### src/hdl/i2fic_pkg.sv
// Shared types and constants for the integer-to-float image converter.
// No dependencies.
package i2fic_pkg;

  // Biases and ranges for the integer and narrowing paths.
  localparam int IeeeIntBias = 1023 + 52;
  localparam int DecIntBias  = 128 + 56;
  localparam int IeeeRebias  = 127 - 1023;
  localparam int IeeeExpBase = IeeeIntBias - 52;  // exponent for leading one at bit 0
  localparam int DecExpBase  = DecIntBias - 55;   // 0.1f form: 129 for leading one at bit 0
  localparam int NarrowExpLo = 1 - IeeeRebias;    // lowest wide exponent that fits
  localparam int NarrowExpHi = 254 - IeeeRebias;  // highest wide exponent that fits

  localparam logic [3:0] ByteCountSingle = 4'd4;
  localparam logic [3:0] ByteCountDouble = 4'd8;

  // Configured float format.
  localparam logic FmtDec  = 1'b0;
  localparam logic FmtIeee = 1'b1;

  // Operation codes.
  localparam logic OpConvert = 1'b0;
  localparam logic OpImage   = 1'b1;

  // Classified item passed from the front end to the back end.
  typedef struct packed {
    logic        use_image;
    logic        single;
    logic        ieee;
    logic        sign;
    logic        zero;
    logic [31:0] mag;
    logic [4:0]  lead;
    logic [63:0] image;
  } i2fic_item_t;

endpackage

### src/hdl/i2fic_front.sv
// Front end: holds the format register, accepts items and classifies them
// (sign, magnitude, leading-one position). Depends on i2fic_pkg.
module i2fic_front (
  input  logic                     clk,
  input  logic                     rst_n,
  input  logic                     cfg_write_en,
  input  logic                     cfg_float_format,
  input  logic                     in_operation,
  input  logic signed [31:0]       in_int_value,
  input  logic [63:0]              in_float_image,
  input  logic                     in_single_target,
  output i2fic_pkg::i2fic_item_t   item
);

  logic        fmt_r;
  logic        sign;
  logic [31:0] mag;
  logic [4:0]  lead;

  always_ff @(posedge clk) begin
    if (!rst_n) begin
      fmt_r <= i2fic_pkg::FmtDec;
    end else if (cfg_write_en) begin
      fmt_r <= cfg_float_format;
    end
  end

  // Magnitude; the most negative value wraps to 2^31, which is exact.
  assign sign = in_int_value[31];
  assign mag  = sign ? (~in_int_value + 32'd1) : in_int_value;

  // Leading-one encoder, highest set bit wins.
  always_comb begin
    lead = '0;
    for (int i = 0; i < 32; i++) begin
      if (mag[i]) lead = 5'(i);
    end
  end

  always_comb begin
    item.use_image = (in_operation == i2fic_pkg::OpImage);
    item.single    = in_single_target;
    item.ieee      = (fmt_r == i2fic_pkg::FmtIeee);
    item.sign      = sign;
    item.zero      = (mag == 32'd0);
    item.mag       = mag;
    item.lead      = lead;
    item.image     = in_float_image;
  end

endmodule

### src/hdl/i2fic_queue.sv
// Small FIFO of classified items between front and back ends.
// Depends on i2fic_pkg.
module i2fic_queue #(
  parameter int Depth = 2
) (
  input  logic                   clk,
  input  logic                   rst_n,
  input  logic                   push,
  input  i2fic_pkg::i2fic_item_t push_item,
  input  logic                   pop,
  output i2fic_pkg::i2fic_item_t head_item,
  output logic                   empty,
  output logic                   full
);

  localparam int PtrW = (Depth > 1) ? $clog2(Depth) : 1;
  localparam int CntW = $clog2(Depth + 1);

  i2fic_pkg::i2fic_item_t mem [Depth];
  logic [PtrW-1:0] wr_ptr_r, wr_ptr_nxt;
  logic [PtrW-1:0] rd_ptr_r, rd_ptr_nxt;
  logic [CntW-1:0] count_r, count_nxt;
  logic            do_push, do_pop;

  assign empty   = (count_r == CntW'(0));
  assign full    = (count_r == CntW'(Depth));
  assign do_push = push && !full;
  assign do_pop  = pop && !empty;
  assign head_item = mem[rd_ptr_r];

  always_comb begin
    wr_ptr_nxt = wr_ptr_r;
    rd_ptr_nxt = rd_ptr_r;
    count_nxt  = count_r;
    if (do_push) begin
      wr_ptr_nxt = (wr_ptr_r == PtrW'(Depth - 1)) ? '0 : wr_ptr_r + PtrW'(1);
    end
    if (do_pop) begin
      rd_ptr_nxt = (rd_ptr_r == PtrW'(Depth - 1)) ? '0 : rd_ptr_r + PtrW'(1);
    end
    if (do_push && !do_pop) begin
      count_nxt = count_r + CntW'(1);
    end else if (do_pop && !do_push) begin
      count_nxt = count_r - CntW'(1);
    end
  end

  always_ff @(posedge clk) begin
    if (!rst_n) begin
      wr_ptr_r <= '0;
      rd_ptr_r <= '0;
      count_r  <= '0;
    end else begin
      wr_ptr_r <= wr_ptr_nxt;
      rd_ptr_r <= rd_ptr_nxt;
      count_r  <= count_nxt;
    end
  end

  always_ff @(posedge clk) begin
    if (do_push) begin
      mem[wr_ptr_r] <= push_item;
    end
  end

endmodule

### src/hdl/i2fic_back.sv
// Back end: normalizes, packs and optionally narrows one item per cycle,
// and registers the result with its strobe. Depends on i2fic_pkg.
module i2fic_back (
  input  logic                   clk,
  input  logic                   rst_n,
  input  logic                   item_valid,
  input  i2fic_pkg::i2fic_item_t item,
  output logic                   out_strobe,
  output logic [63:0]            out_result_image,
  output logic [3:0]             out_byte_count,
  output logic                   out_exponent_range_error
);

  logic        strobe_r;
  logic [63:0] image_r, image_nxt;
  logic [3:0]  count_r, count_nxt;
  logic        err_r, err_nxt;

  logic [31:0] norm;
  logic [10:0] ieee_exp;
  logic [7:0]  dec_exp;
  logic [63:0] wide_img;
  logic [63:0] img;
  logic [10:0] wide_exp;
  logic [11:0] rebiased;
  logic [7:0]  narrow_exp;
  logic        range_bad;

  always_comb begin
    // Shift leading one up to bit 31; the hidden bit then drops off.
    norm     = item.mag << (~item.lead);
    ieee_exp = 11'(i2fic_pkg::IeeeExpBase) + 11'(item.lead);
    dec_exp  = 8'(i2fic_pkg::DecExpBase) + 8'(item.lead);
    if (item.zero) begin
      wide_img = '0;
    end else if (item.ieee) begin
      wide_img = {item.sign, ieee_exp, norm[30:0], 21'd0};
    end else begin
      wide_img = {item.sign, dec_exp, norm[30:0], 24'd0};
    end
    img = item.use_image ? item.image : wide_img;

    // IEEE single narrowing: rebias, wrap to 8 bits, flag out-of-range.
    wide_exp   = img[62:52];
    rebiased   = {1'b0, wide_exp} + 12'(i2fic_pkg::IeeeRebias);
    range_bad  = (wide_exp != 11'd0) &&
                 ((wide_exp < 11'(i2fic_pkg::NarrowExpLo)) ||
                  (wide_exp > 11'(i2fic_pkg::NarrowExpHi)));
    narrow_exp = (wide_exp == 11'd0) ? 8'd0 : rebiased[7:0];

    image_nxt = img;
    count_nxt = i2fic_pkg::ByteCountDouble;
    err_nxt   = 1'b0;
    if (item.single) begin
      count_nxt = i2fic_pkg::ByteCountSingle;
      if (item.ieee) begin
        image_nxt = {img[63], narrow_exp, img[51:29], 32'd0};
        err_nxt   = range_bad;
      end else begin
        image_nxt = {img[63:32], 32'd0};
      end
    end
  end

  always_ff @(posedge clk) begin
    if (!rst_n) begin
      strobe_r <= 1'b0;
    end else begin
      strobe_r <= item_valid;
    end
  end

  always_ff @(posedge clk) begin
    if (item_valid) begin
      image_r <= image_nxt;
      count_r <= count_nxt;
      err_r   <= err_nxt;
    end
  end

  assign out_strobe               = strobe_r;
  assign out_result_image         = image_r;
  assign out_byte_count           = count_r;
  assign out_exponent_range_error = err_r;

endmodule

### src/hdl/int32_to_float_image_converter.sv
// Integer-to-float image converter, top level.
// An accepted item is written into the queue, then registered by the back end with its strobe.
// Throughput: one item per cycle; the back end drains the queue every cycle,
// so busy stays low in normal operation and the result strobe cannot be held.
// Reset (rst_n low, synchronous): format = DEC, queue emptied, strobe low, busy high.
// Depends on i2fic_pkg, i2fic_front, i2fic_queue, i2fic_back.
module int32_to_float_image_converter #(
  parameter int QueueDepth = 2
) (
  input  logic               clk,
  input  logic               rst_n,
  // configuration
  input  logic               cfg_write_en,
  input  logic               cfg_float_format,
  // item input
  input  logic               start,
  output logic               busy,
  input  logic               in_operation,
  input  logic signed [31:0] in_int_value,
  input  logic [63:0]        in_float_image,
  input  logic               in_single_target,
  // results
  output logic               out_strobe,
  output logic [63:0]        out_result_image,
  output logic [3:0]         out_byte_count,
  output logic               out_exponent_range_error
);

  i2fic_pkg::i2fic_item_t front_item;
  i2fic_pkg::i2fic_item_t head_item;
  logic                   q_empty;
  logic                   q_full;
  logic                   accept;

  // An item is taken when start is high and the queue has room.
  // Busy also stays high while reset is asserted, so no item is taken then.
  assign busy   = q_full || !rst_n;
  assign accept = start && !busy;

  // Front end: format register plus sign/magnitude/leading-one classify.
  i2fic_front u_front (
    .clk              (clk),
    .rst_n            (rst_n),
    .cfg_write_en     (cfg_write_en),
    .cfg_float_format (cfg_float_format),
    .in_operation     (in_operation),
    .in_int_value     (in_int_value),
    .in_float_image   (in_float_image),
    .in_single_target (in_single_target),
    .item             (front_item)
  );

  // Decoupling queue; popped whenever it holds an item.
  i2fic_queue #(
    .Depth (QueueDepth)
  ) u_queue (
    .clk       (clk),
    .rst_n     (rst_n),
    .push      (accept),
    .push_item (front_item),
    .pop       (!q_empty),
    .head_item (head_item),
    .empty     (q_empty),
    .full      (q_full)
  );

  // Back end: barrel shift, pack, narrow, output register.
  i2fic_back u_back (
    .clk                      (clk),
    .rst_n                    (rst_n),
    .item_valid               (!q_empty),
    .item                     (head_item),
    .out_strobe               (out_strobe),
    .out_result_image         (out_result_image),
    .out_byte_count           (out_byte_count),
    .out_exponent_range_error (out_exponent_range_error)
  );

endmodule

### config.mk
export PLATFORM = sky130hd
export DESIGN_NAME = int32_to_float_image_converter
export DESIGN_NICKNAME = d
export VERILOG_FILES = /design/src/hdl/i2fic_pkg.sv /design/src/hdl/i2fic_front.sv /design/src/hdl/i2fic_queue.sv /design/src/hdl/i2fic_back.sv /design/src/hdl/int32_to_float_image_converter.sv
export SDC_FILE = /design/constraint.sdc
export NUM_CORES = 1
export LEC_CHECK = 0
export BUFFER_PORTS_ARGS = -buffer_cell sky130_fd_sc_hd__clkbuf_2
export CORE_UTILIZATION = 35
export DETAILED_ROUTE_END_ITERATION = 10
export PLACE_DENSITY_LB_ADDON = 0.2
export SLEW_MARGIN = 20
export SYNTH_ARGS = -nofsm -noshare
export SYNTH_HDL_FRONTEND = slang
export SYNTH_SLANG_ARGS = --single-unit
### constraint.sdc
create_clock -name clk -period 11.26 [get_ports clk]
set_clock_uncertainty 0.15 [all_clocks]
set_input_delay 1.126 -clock clk [delete_from_list [all_inputs] [get_ports clk]]
set_output_delay 1.126 -clock clk [all_outputs]
set_load 0.03 [all_outputs]
==> results by group, run 1 <==
Status
  • Status: finished clean

Cells and area
  • Multi-input logic area: 5920 um2
  • Inserted Diodes: 0
  • Layout net count: 1415
  • Layout cells sized above 1: 0.238
  • Register area: 8460 um2
  • Area Overhead vs Synth: 16.6%
  • Filler cell count: 3883

Drt
  • WL/cell: roughly 21 um
  • Final wirelength: 40000 um
  • DR vias/cell: ~5.5
  • DRT Pass-1 Iters: 8
  • DRC violations left: 0
  • Antenna viol nets, final: 0
  • Drt initial violations: 950
  • Vias: 10300

Power
  • Final Total Pwr: 4090 uW
  • Sw Pwr: 1550 uW
  • Power Density: 238 nW/um2
  • Gate power share: 0.391
  • Clk pwr share: 0.249
  • Max IR drop VDD: 0.105 mV
  • Switching share of power: 0.380
  • Seq pwr share: 0.360
  • Pleak: 0.00620 uW
  • Int Pwr: 2540 uW

Clock network
  • Setup bufs post-CTS: 0
  • Post-cts sizing count: 0
  • CTS tree: built
  • Clock sink total: roughly 280
  • Hold_buf cts: 0
  • Clock root buffer: clkbuf_16
  • CTS clk-pin slew, worst paths: 0.06 ns
  • Clock Path Buffers: 3
  • CTS Buf Count: 30
  • Clk Latency, worst-skew pair: about 0.55 ns
  • H-tree depth: 1

Global routing
  • Total track usage: 0.183
  • Largest net degree at the start of global routing: 68
  • First-pass GRT wire length: about 60000 um
  • Initial antenna violation count: 0
  • Congestion Overflow GR: 0
  • Vias in the first global route: 10100

Yosys
  • Average cell area after synthesis: between 10 and 15 um2
  • Mapped Cells: between 1000 and 1500
  • Ys async rst share: 0
  • Post-synth EDFFs: 277
  • Synthesis warning total: 0
  • Seq/Total Area, Yosys: 0.574
  • Post-synth top flop: edfxtp_1
  • Synth Cell Area: 14700 um2
  • Distinct cell type count of the synthesized netlist: 74
  • Synthesized flop and latch total: 284

Timing
  • Min cycle time layout: 5.03 ns
  • Setup violations, final: 0
  • Worst-margin pin slew: approximately 1.1 ns
  • Achievable Freq: 199 MHz
  • Max-slew violations: 0
  • Hold Slack: 0.371 ns
  • RSZ-0062 raised after global routing: no
  • Post-route setup TNS: 0 ns
  • Rel. slew slack: 0.293
  • Final hold violations: 0
  • Tcrit/Tclk final: 0.446

Die
  • Die ar.: 42900 um2
  • Row count: 74
  • Die H: 207 um
  • CORE AREA: 41200 um2
  • Starting Density: 0.358
  • Top-Level Pins: ~170
  • Die Span X: 207 um

Worst setup path
  • Setup crit end kind: flop
  • WS Path Type: reg -> reg
  • Startpoint types: flop
  • CP arrival: slightly above 5 ns
  • Reg2Reg Setup Slack: 6.23 ns
  • Crit. Startpoint: u_queue.mem[1][65]$_DFFE_PP_
  • Req. time, crit path: approximately 11 ns
  • Reg2Reg Launch Point: u_queue.mem[1][65]$_DFFE_PP_
  • CP max FO: 24

Place
  • Hpwl dp: 28900 um
  • Routability Congestion: 0.935
  • PortBufs: 171

Min path
  • Hold Path Origin: u_queue.count_r[1]$_SDFFE_PN0P_
  • Worst hold path class: reg -> reg

Run
  • Max Cap Viol: 0
==> cells in the mapped netlist (all sizes together), types with 8 or more instances <==
cell type	instances	area, um2
a21oi	43	215
nand3	18	90.1
xor2	16	140
a211oi	19	143
mux2i	157	1580
nor2	93	349
mux4	21	473
nand2	55	209
buf	29	133
o22ai	12	75.1
nor2b	8	50.1
or4	14	120
o31ai	10	75.1
edfxtp	277	8320
nand2b	11	68.8
nor3	28	140
or3	11	68.8
inv	24	90.1
clkbuf	40	150
nor4	15	124
o21ai	44	220
xnor2	21	184
a222oi	13	130
mux2	24	270
and2	13	81.3
==> area by class of cell <==
type	instances	area share
multi-input cells	773	0.345
inverters	27	0.00590
repair buffers	190	0.0581
clock buffers	34	0.0458
flip-flops and latches	284	0.493
well taps	532	0.0388
clock inverters	22	0.0141
==> kinds of logic (layout without fill, tap and decap cells) <==
logic type / after synthesis / in the layout / share of synthesized area
buffers and inverters: 96 / 273 / 0.0261
flip-flops: 284 / 284 / 0.574
AO/OA/AOI/OAI: 236 / 236 / 0.115
adder cells (fa/ha/maj): 6 / 6 / 0.00509
XOR/XNOR: 37 / 37 / 0.0220
other: 1 / 2 / 0.000255
multiplexers: 202 / 202 / 0.158
AND/OR/NAND/NOR: 290 / 290 / 0.0998
==> cells in the final DEF, fill, tap and decap left out, types with 21 or more instances in the layout <==
master | synthesis | layout
inv_1 | 23 | 22
edfxtp_1 | 277 | 277
mux2_2 | 24 | 24
a21oi_1 | 43 | 42
clkbuf_16 | 0 | 31
nor2_1 | 93 | 91
mux2i_1 | 156 | 155
xnor2_1 | 21 | 21
mux4_2 | 21 | 21
clkbuf_2 | 0 | 171
nand2_1 | 54 | 53
o21ai_0 | 41 | 41
nor3_1 | 28 | 28
==> flip-flops by register name (all words and copies together), names as in the netlist, 2 cells and up, named ones only <==
| register | cells |
|---|---|
| u_back.out_result_image | 64 |
| u_queue.count_r | 2 |
| u_queue.mem | 210 |
| u_back.out_byte_count | 2 |
==> layer usage <==
metal | routed length [um] | track usage | vias to the layer above
met5 | 0 | 0 | -
met4 | 952 | 0.0499 | 0
met3 | 2050 | 0.0237 | 58
met2 | 18500 | 0.292 | 320
met1 | 18500 | 0.262 | 5079
li1 | - | - | 4842
==> worst max-delay path, stage by stage, from the launching register on <==
cell      delay (ns)
edfxtp_1        0.63
mux2i_4         0.53
clkinv_1        0.94
mux4_2          0.57
a211oi_1        0.34
nor3_1          0.11
a311oi_1        0.51
o21ai_1         0.22
or4_1           0.51
a31o_2          0.25
==> power groups by stage <==
stage / Sequential, uW / Clock (uW) / Combinational [uW]
2_1_floorplan: 1710 / 0 / 888
3_3_place_gp: 1500 / 0 / 1590
3_5_place_dp: 1500 / 0 / 1590
4_1_cts: 1480 / 1040 / 1600
5_1_grt: 1490 / 1080 / 1720
6_report: 1470 / 1020 / 1600
==> worst paths after layout <==
path	end	depth (start not counted)
max	u_back.out_result_image[62]$_DFFE_PN_	9
min	u_queue.count_r[1]$_SDFFE_PN0P_	2
max reg2reg	u_back.out_result_image[62]$_DFFE_PN_	9
min reg2reg	u_queue.count_r[1]$_SDFFE_PN0P_	2
==> through the flow <==
step / instance area, um2 / util / instances / worst slack [ns]
detailed placement: 16100 / 0.392 / 1806 / 6.32
global placement: 16100 / 0.392 / 1806 / 6.46
global route: 17200 / 0.417 / 1862 / 6.01
CTS: 17200 / 0.417 / 1862 / 6.29
finish: 17200 / 0.417 / 1862 / 6.23
floorplan: 14700 / - / 1153 / 4.89
Note: power is estimated with default switching activity, not from simulation.
==> run 2: changes to the inputs <==
clock period = 4.4 ns   (was 11.26 ns; I/O delays follow)
==> run 2 against run 1 <==
Net effect: global-route usage grew 0.50 points; non-clock buffer count grew 101; combinational power grew to 2.6 times the previous value; sequential power grew to 2.6 times the previous value; first-iteration DRC count shrank 0.42%; sequential cell count is the same; power grew to 2.5 times the previous value; die area is the same; critical path depth grew 2; core utilization grew 2.0 points; sequential share of layout area shrank 2.3 points; clock power grew 140%; largest power group unchanged; highest routed layer unchanged.
==> results by group, run 2 (synthesis gave the netlist of run 1 again) <==
Cells and area
  • Most frequent cells in the layout: 277 x edfxtp_1, 171 x clkbuf_2, 155 x mux2i_1, 91 x nor2_1, 70 x dlygate4sd3_1
  • Most common cell after layout, fill and taps aside: edfxtp_1
  • Largest Register: u_queue.mem
  • Max reg flops: 210 (unchanged)
  • Inserted Diodes: 0 (unchanged)
  • Filler cell count: 3813 (-1.8%)
  • Area Overhead vs Synth: 22.3%
  • Layout net count: 1517 (+7.2%)
  • Layout cells sized above 1: 0.238 (-0.000584)

Worst setup path
  • Req. time, crit path: 4.60 ns (-6.82 ns)
  • CP max stage cell: dfxtp_4
  • Reg2Reg Setup Slack: 0.60 ns (-5.63 ns)
  • Worst Reg-to-Reg Cells: 11 (+2)
  • Startpoint types: flop
  • WS Path Type: reg -> reg
  • Critical path's top delay family: compound AO/OA/AOI/OAI gates
  • Most used cell, CP: buf_4
  • CP Depth: 11 (+2)
  • Critical Path Max Stage Delay: 0.51 ns (-0.43 ns)
  • CP cell instances: mux2i_4 -> clkinv_1 -> buf_4 -> mux2i_1 -> a211oi_1 -> o21ai_0 -> a311oi_1 -> buf_4 -> o21ai_1 -> or4_1 -> a31o_2
  • CP bufs+invs: 3 (+2)
  • CP arrival: 3.99 ns (-1.20 ns)
  • Setup crit end kind: flop
  • CP max FO: 14 (-42%)

Clock network
  • Clock sink total: 284 (unchanged)
  • Clock root buffer: clkbuf_16
  • Clock Path Buffers: 3 (unchanged)
  • CTS Buf Count: 31 (+3.3%)
  • Clk Latency, worst-skew pair: 0.59 ns (+0.04 ns)
  • CTS clk-pin slew, worst paths: 0.06 ns (about the same)
  • H-tree depth: 1 (unchanged)
  • CTS tree: built
  • Setup bufs post-CTS: 0 (unchanged)

Place
  • Hpwl dp: 29800 um (+3.3%)
  • PortBufs: 171 (unchanged)
  • Routability Congestion: 0.921 (-1.5%)

Die
  • CORE AREA: 41200 um2 (unchanged)
  • Row count: 74 (unchanged)
  • Die H: 207 um (unchanged)
  • Starting Density: 0.358 (unchanged)
  • Die Span X: 207 um (unchanged)
  • Die ar.: 42900 um2 (unchanged)
  • Top-Level Pins: 174 (unchanged)

Min path
  • WHS Path Cells: 1 (-1)
  • Worst hold path class: in -> reg

Status
  • Status: finished clean

Power
  • Clk pwr share: 0.231 (-0.018)
  • Pleak: 0.00661 uW (+6.5%)
  • Switching share of power: 0.385 (+0.00566)
  • Power Density: 578 nW/um2 (+140%)
  • Seq pwr share: 0.364 (+0.004)
  • Sw Pwr: 4020 uW (+160%)
  • Int Pwr: 6400 uW (+150%)
  • Gate power share: 0.406 (+0.015)
  • Final Total Pwr: 10400 uW (+150%)
  • Max IR drop VDD: 0.352 mV (+240%)

Global routing
  • Congestion Overflow GR: 0 (unchanged)
  • Vias in the first global route: 10700 (+6.4%)
  • Total track usage: 0.188 (+0.00497)
  • Largest net degree at the start of global routing: 57 (-16%)
  • First-pass GRT wire length: 63200 um (+2.7%)
  • Initial antenna violation count: 0 (unchanged)

Timing
  • Post-route setup TNS: 0 ns (unchanged)
  • Achievable Freq: 263 MHz (+32%)
  • Setup violations, final: 0 (unchanged)
  • Min cycle time layout: 3.80 ns (-1.23 ns)
  • Worst-margin pin slew: 0.976 ns (-0.0850 ns)
  • RSZ-0062 raised after global routing: no
  • Tcrit/Tclk final: 0.863 (+0.416)
  • Final hold violations: 0 (unchanged)
  • Hold Slack: 0.0987 ns (-0.272 ns)
  • Max-slew violations: 0 (unchanged)
  • Rel. slew slack: 0.349 (+0.0560)

Drt
  • DR vias/cell: 5.47 (-1.1%)
  • WL/cell: 20.8 um (-3.3%)
  • DRC violations left: 0 (unchanged)
  • Antenna viol nets, final: 0 (unchanged)
  • Final wirelength: 40800 um (+1.9%)
  • Drt initial violations: 946 (-0.42%)
  • Vias: 10700 (+4.2%)
  • DRT Pass-1 Iters: 7 (-1)

Run
  • Max Cap Viol: 0 (unchanged)
==> run 2: cell count changes in the layout (fill, tap and decap cells not counted), sizes merged <==
cell | before | now
bufinv | 5 | 1
clkinvlp | 4 | 1
clkinv | 16 | 15
inv | 24 | 27
dlygate4sd3 | 0 | 70
buf | 19 | 50
clkbuf | 205 | 209
==> run 2: path summary, 6_finish.rpt <==
| path | end | startpoint |
|---|---|---|
| hold reg to reg | u_queue.count_r[1]$_SDFFE_PN0P_ | u_queue.count_r[1]$_SDFFE_PN0P_ |
| hold / removal | u_queue.mem[0][102]$_DFFE_PP_ | in_int_value[31] |
| setup reg to reg | u_back.out_result_image[62]$_DFFE_PN_ | flop |
| setup / recovery | u_back.out_result_image[62]$_DFFE_PN_ | flop |
==> run 2: per-layer routing <==
layer / track usage / up-vias / wire [um]
li1: - / 5051 / -
met1: 0.263 / 5303 / 18800
met2: 0.309 / 332 / 19400
met3: 0.0211 / 47 / 1820
met4: 0.0512 / 0 / 771
met5: 0 / - / 0
==> run 2: repair_timing <==
item	in CTS	in global routing
resized for setup	0	0
hold endpoints to repair	136	0
hold buffers	70	0
==> run 2: power by group through the flow <==
| stage | clock (uW) | combinational [uW] | sequential (uW) |
|---|---|---|---|
| after floorplan | 0 | 2270 | 4370 |
| after global placement | 0 | 4130 | 3840 |
| after detailed placement | 0 | 4150 | 3850 |
| after CTS | 2480 | 4220 | 3800 |
| after global routing | 2570 | 4530 | 3840 |
| final | 2410 | 4230 | 3790 |
==> run 2: area by class of cell <==
class / instances / area, um2 / area share
Sequential cell: 284 / 8460 / 0.470
Multi-Input combinational cell: 773 / 5910 / 0.328
Inverter: 27 / 101 / 0.00562
Clock buffer: 38 / 802 / 0.0445
Clock inverter: 17 / 131 / 0.00729
Timing Repair Buffer: 291 / 1940 / 0.108
Tap cell: 532 / 666 / 0.0369
==> run 2: through the flow <==
stage                     setup slack, ns  area (um2)   util  std cells
after floorplan                     0.445       14700      -       1153
after global placement              0.526       16400  0.398       1837
after detailed placement            0.478       16400  0.398       1837
after CTS                           0.621       18000  0.437       1962
after global routing                0.396       18000  0.437       1962
final                               0.603       18000  0.437       1962
==> run 3: changes to the inputs <==
CORE_UTILIZATION = 40   (was 35)
REMOVE_ABC_BUFFERS = 1   (was not set)
SYNTH_HIERARCHICAL = 1   (was not set)
==> run 3 against run 2 <==
Net effect: via count decreased by 7.3%; clock power decreased by 4%; maximum frequency rose by 4.4%; worst setup slack improved by 0.16 ns; combinational power increased by 19%; critical path depth shrank 2; highest routed layer unchanged; non-clock buffer count is 29 lower; final cell count decreased by 5.5%; register-to-register slack better by 0.16 ns; global-route usage is 0.37 points lower; critical endpoint is now u_back/out_result_image[62]$_DFFE_PP_.
==> results by group, run 3 <==
Status
  • Status: finished clean

Drt
  • DR vias/cell: 5.36 (-1.9%)
  • Antenna viol nets, final: 0 (unchanged)
  • DRT Pass-1 Iters: 7 (unchanged)
  • WL/cell: 19.7 um (-5.1%)
  • Final wirelength: 36600 um (-10%)
  • Vias: 9952 (-7.3%)
  • DRC violations left: 0 (unchanged)
  • Drt initial violations: 699 (-26%)

Yosys
  • Synthesis warning total: 6 (+6)
  • Mapped Cells: 1165 (+1.1%)
  • Average cell area after synthesis: 13.1 um2 (+2.4%)
  • Synth Cell Area: 15300 um2 (+3.6%)

Worst setup path
  • Critical R2R Capture: u_back/out_result_image[62]$_DFFE_PP_
  • Reg2Reg Setup Slack: 0.76 ns (+0.16 ns)
  • Worst Reg-to-Reg Cells: 9 (-2)
  • Startpoint types: flop
  • Critical path capture point: u_back/out_result_image[62]$_DFFE_PP_
  • CP max FO: 57 (+43)
  • CP arrival: 3.75 ns (-0.24 ns)
  • Setup crit end kind: flop
  • WS Path Type: reg -> reg
  • Req. time, crit path: 4.52 ns (-0.08 ns)

Cells and area
  • Layout net count: 1429 (-5.8%)
  • Final core utilization: 0.470 (+0.0331)
  • Filler cell count: 3398 (-11%)
  • Largest Register: u_queue/mem
  • Area Overhead vs Synth: 15.8%
  • Layout cells sized above 1: 0.305 (+0.0675)
  • Most frequent cells in the layout: 277 x edfxtp_1, 171 x clkbuf_2, 81 x mux2_2, 78 x nor2_1, 71 x nand2_1
  • Max reg flops: 210 (unchanged)
  • Most common cell after layout, fill and taps aside: edfxtp_1

Power
  • Gate power share: 0.443 (+0.037)
  • Seq pwr share: 0.352 (-0.012)
  • Switching share of power: 0.382 (-0.00364)
  • Int Pwr: 7000 uW (+9.3%)
  • Sw Pwr: 4320 uW (+7.6%)
  • Clk pwr share: 0.205 (-0.026)
  • Power Density: 640 nW/um2 (+11%)
  • Pleak: 0.00638 uW (-3.5%)
  • Max IR drop VDD: 0.289 mV (-18%)
  • Final Total Pwr: 11300 uW (+8.6%)

Die
  • Die H: 197 um (-4.7%)
  • Die ar.: 38900 um2 (-9.3%)
  • Die Span X: 197 um (-4.7%)
  • Row count: 71 (-4.1%)
  • Top-Level Pins: 174 (unchanged)
  • CORE AREA: 37600 um2 (-8.8%)
  • Starting Density: 0.406 (+0.0485)

Timing
  • Final hold violations: 0 (unchanged)
  • Setup violations, final: 0 (unchanged)
  • Achievable Freq: 275 MHz (+4.4%)
  • RSZ-0062 raised after global routing: no
  • Worst-margin pin slew: 0.834 ns (-0.141 ns)
  • Min cycle time layout: 3.64 ns (-0.162 ns)
  • Tcrit/Tclk final: 0.826 (-0.0367)
  • Rel. slew slack: 0.442 (+0.0931)
  • Max-slew violations: 0 (unchanged)

Clock network
  • H-tree depth: 1 (unchanged)
  • CTS tree: built
  • CTS clk-pin slew, worst paths: 0.06 ns (about the same)
  • CTS Buf Count: 28 (-9.7%)
  • Clk Latency, worst-skew pair: 0.55 ns (-0.04 ns)
  • Clock Path Buffers: 3 (unchanged)
  • Clock root buffer: clkbuf_16
  • Clock sink total: 284 (unchanged)

Run
  • Max Cap Viol: 0 (unchanged)

Global routing
  • First-pass GRT wire length: 55700 um (-12%)
  • Vias in the first global route: 9658 (-10%)
  • Initial antenna violation count: 1 (+1)
  • Total track usage: 0.184 (-0.00372)
  • Congestion Overflow GR: 0 (unchanged)
  • Largest net degree at the start of global routing: 60 (+5.3%)

Min path
  • Worst hold path class: in -> reg

Place
  • Routability Congestion: 0.887 (-3.7%)
  • PortBufs: 171 (unchanged)
  • Hpwl dp: 26200 um (-12%)
==> run 3: worst min-delay path by stage <==
stage                                     startpoint                       endpoint  slack, ns  cells past startpoint
after CTS                               cfg_write_en     u_front/fmt_r$_SDFFE_PN0P_      0.008                      3
after global placement    u_front/fmt_r$_SDFFE_PN0P_  u_queue/mem[0][103]$_DFFE_PP_       0.34                      0
after floorplan           u_front/fmt_r$_SDFFE_PN0P_  u_queue/mem[0][103]$_DFFE_PP_       0.27                      0
final                                   cfg_write_en     u_front/fmt_r$_SDFFE_PN0P_       0.02                      3
after global routing                    cfg_write_en     u_front/fmt_r$_SDFFE_PN0P_       0.03                      3
after detailed placement  u_front/fmt_r$_SDFFE_PN0P_  u_queue/mem[1][103]$_DFFE_PP_       0.34                      0
==> run 3: timing repair <==
item	4_1_cts	5_1_grt
hold endpoints to repair	133	0
hold buffers	67	0
gates resized for setup	0	0
setup buffers	0	0
==> run 3: per-layer routing <==
metal,share of wire,vias to the layer above,track usage
met5,0,-,0
met4,0.016,0,0.0434
met3,0.048,41,0.0261
met2,0.47,278,0.296
met1,0.47,4910,0.263
li1,-,4723,-
==> run 3: critical path, cell delays in order (launching register included) <==
cell and delay, ns:
dfxtp_4 0.52, buf_12 0.36, mux2_4 0.38, mux4_2 0.46, a22o_1 0.28, o2bb2ai_1 0.18
nor3_1 0.09, a221o_1 0.43, o41ai_1 0.39, a22oi_1 0.11
==> run 3: final cells by class <==
class | instances | area [um2] | area share
sequential | 284 | 8460 | 0.479
multi-input combinational | 722 | 5820 | 0.329
timing repair buffer | 262 | 1770 | 0.100
clock buffer | 30 | 708 | 0.0401
tap | 511 | 639 | 0.0362
clock inverter | 22 | 193 | 0.0109
inverter | 23 | 86.3 | 0.00488
antenna | 1 | 2.50 | 0.000142
==> run 3: metrics by stage <==
stage / setup WS [ns] / hold WS [ns] / std cells / setup TNS, ns / instance area [um2]
4_1_cts: 0.770 / 0.00785 / 1854 / 0 / 17700
6_report: 0.765 / 0.0244 / 1855 / 0 / 17700
5_1_grt: 0.620 / 0.0311 / 1854 / 0 / 17700
2_1_floorplan: -1.94 / 0.275 / 1029 / -214.72 / 14300
3_5_place_dp: 0.779 / 0.341 / 1735 / 0 / 16100
3_3_place_gp: 0.858 / 0.338 / 1735 / 0 / 16100
==> run 3: power groups by stage <==
stage               sequential [uW]  combinational, uW  clock [uW]
detailed placement             4050               4970           0
floorplan                      4830               2760           0
finish                         3980               5020        2320
global route                   4040               5390        2480
global placement               4040               4950           0
CTS                            4000               5030        2390
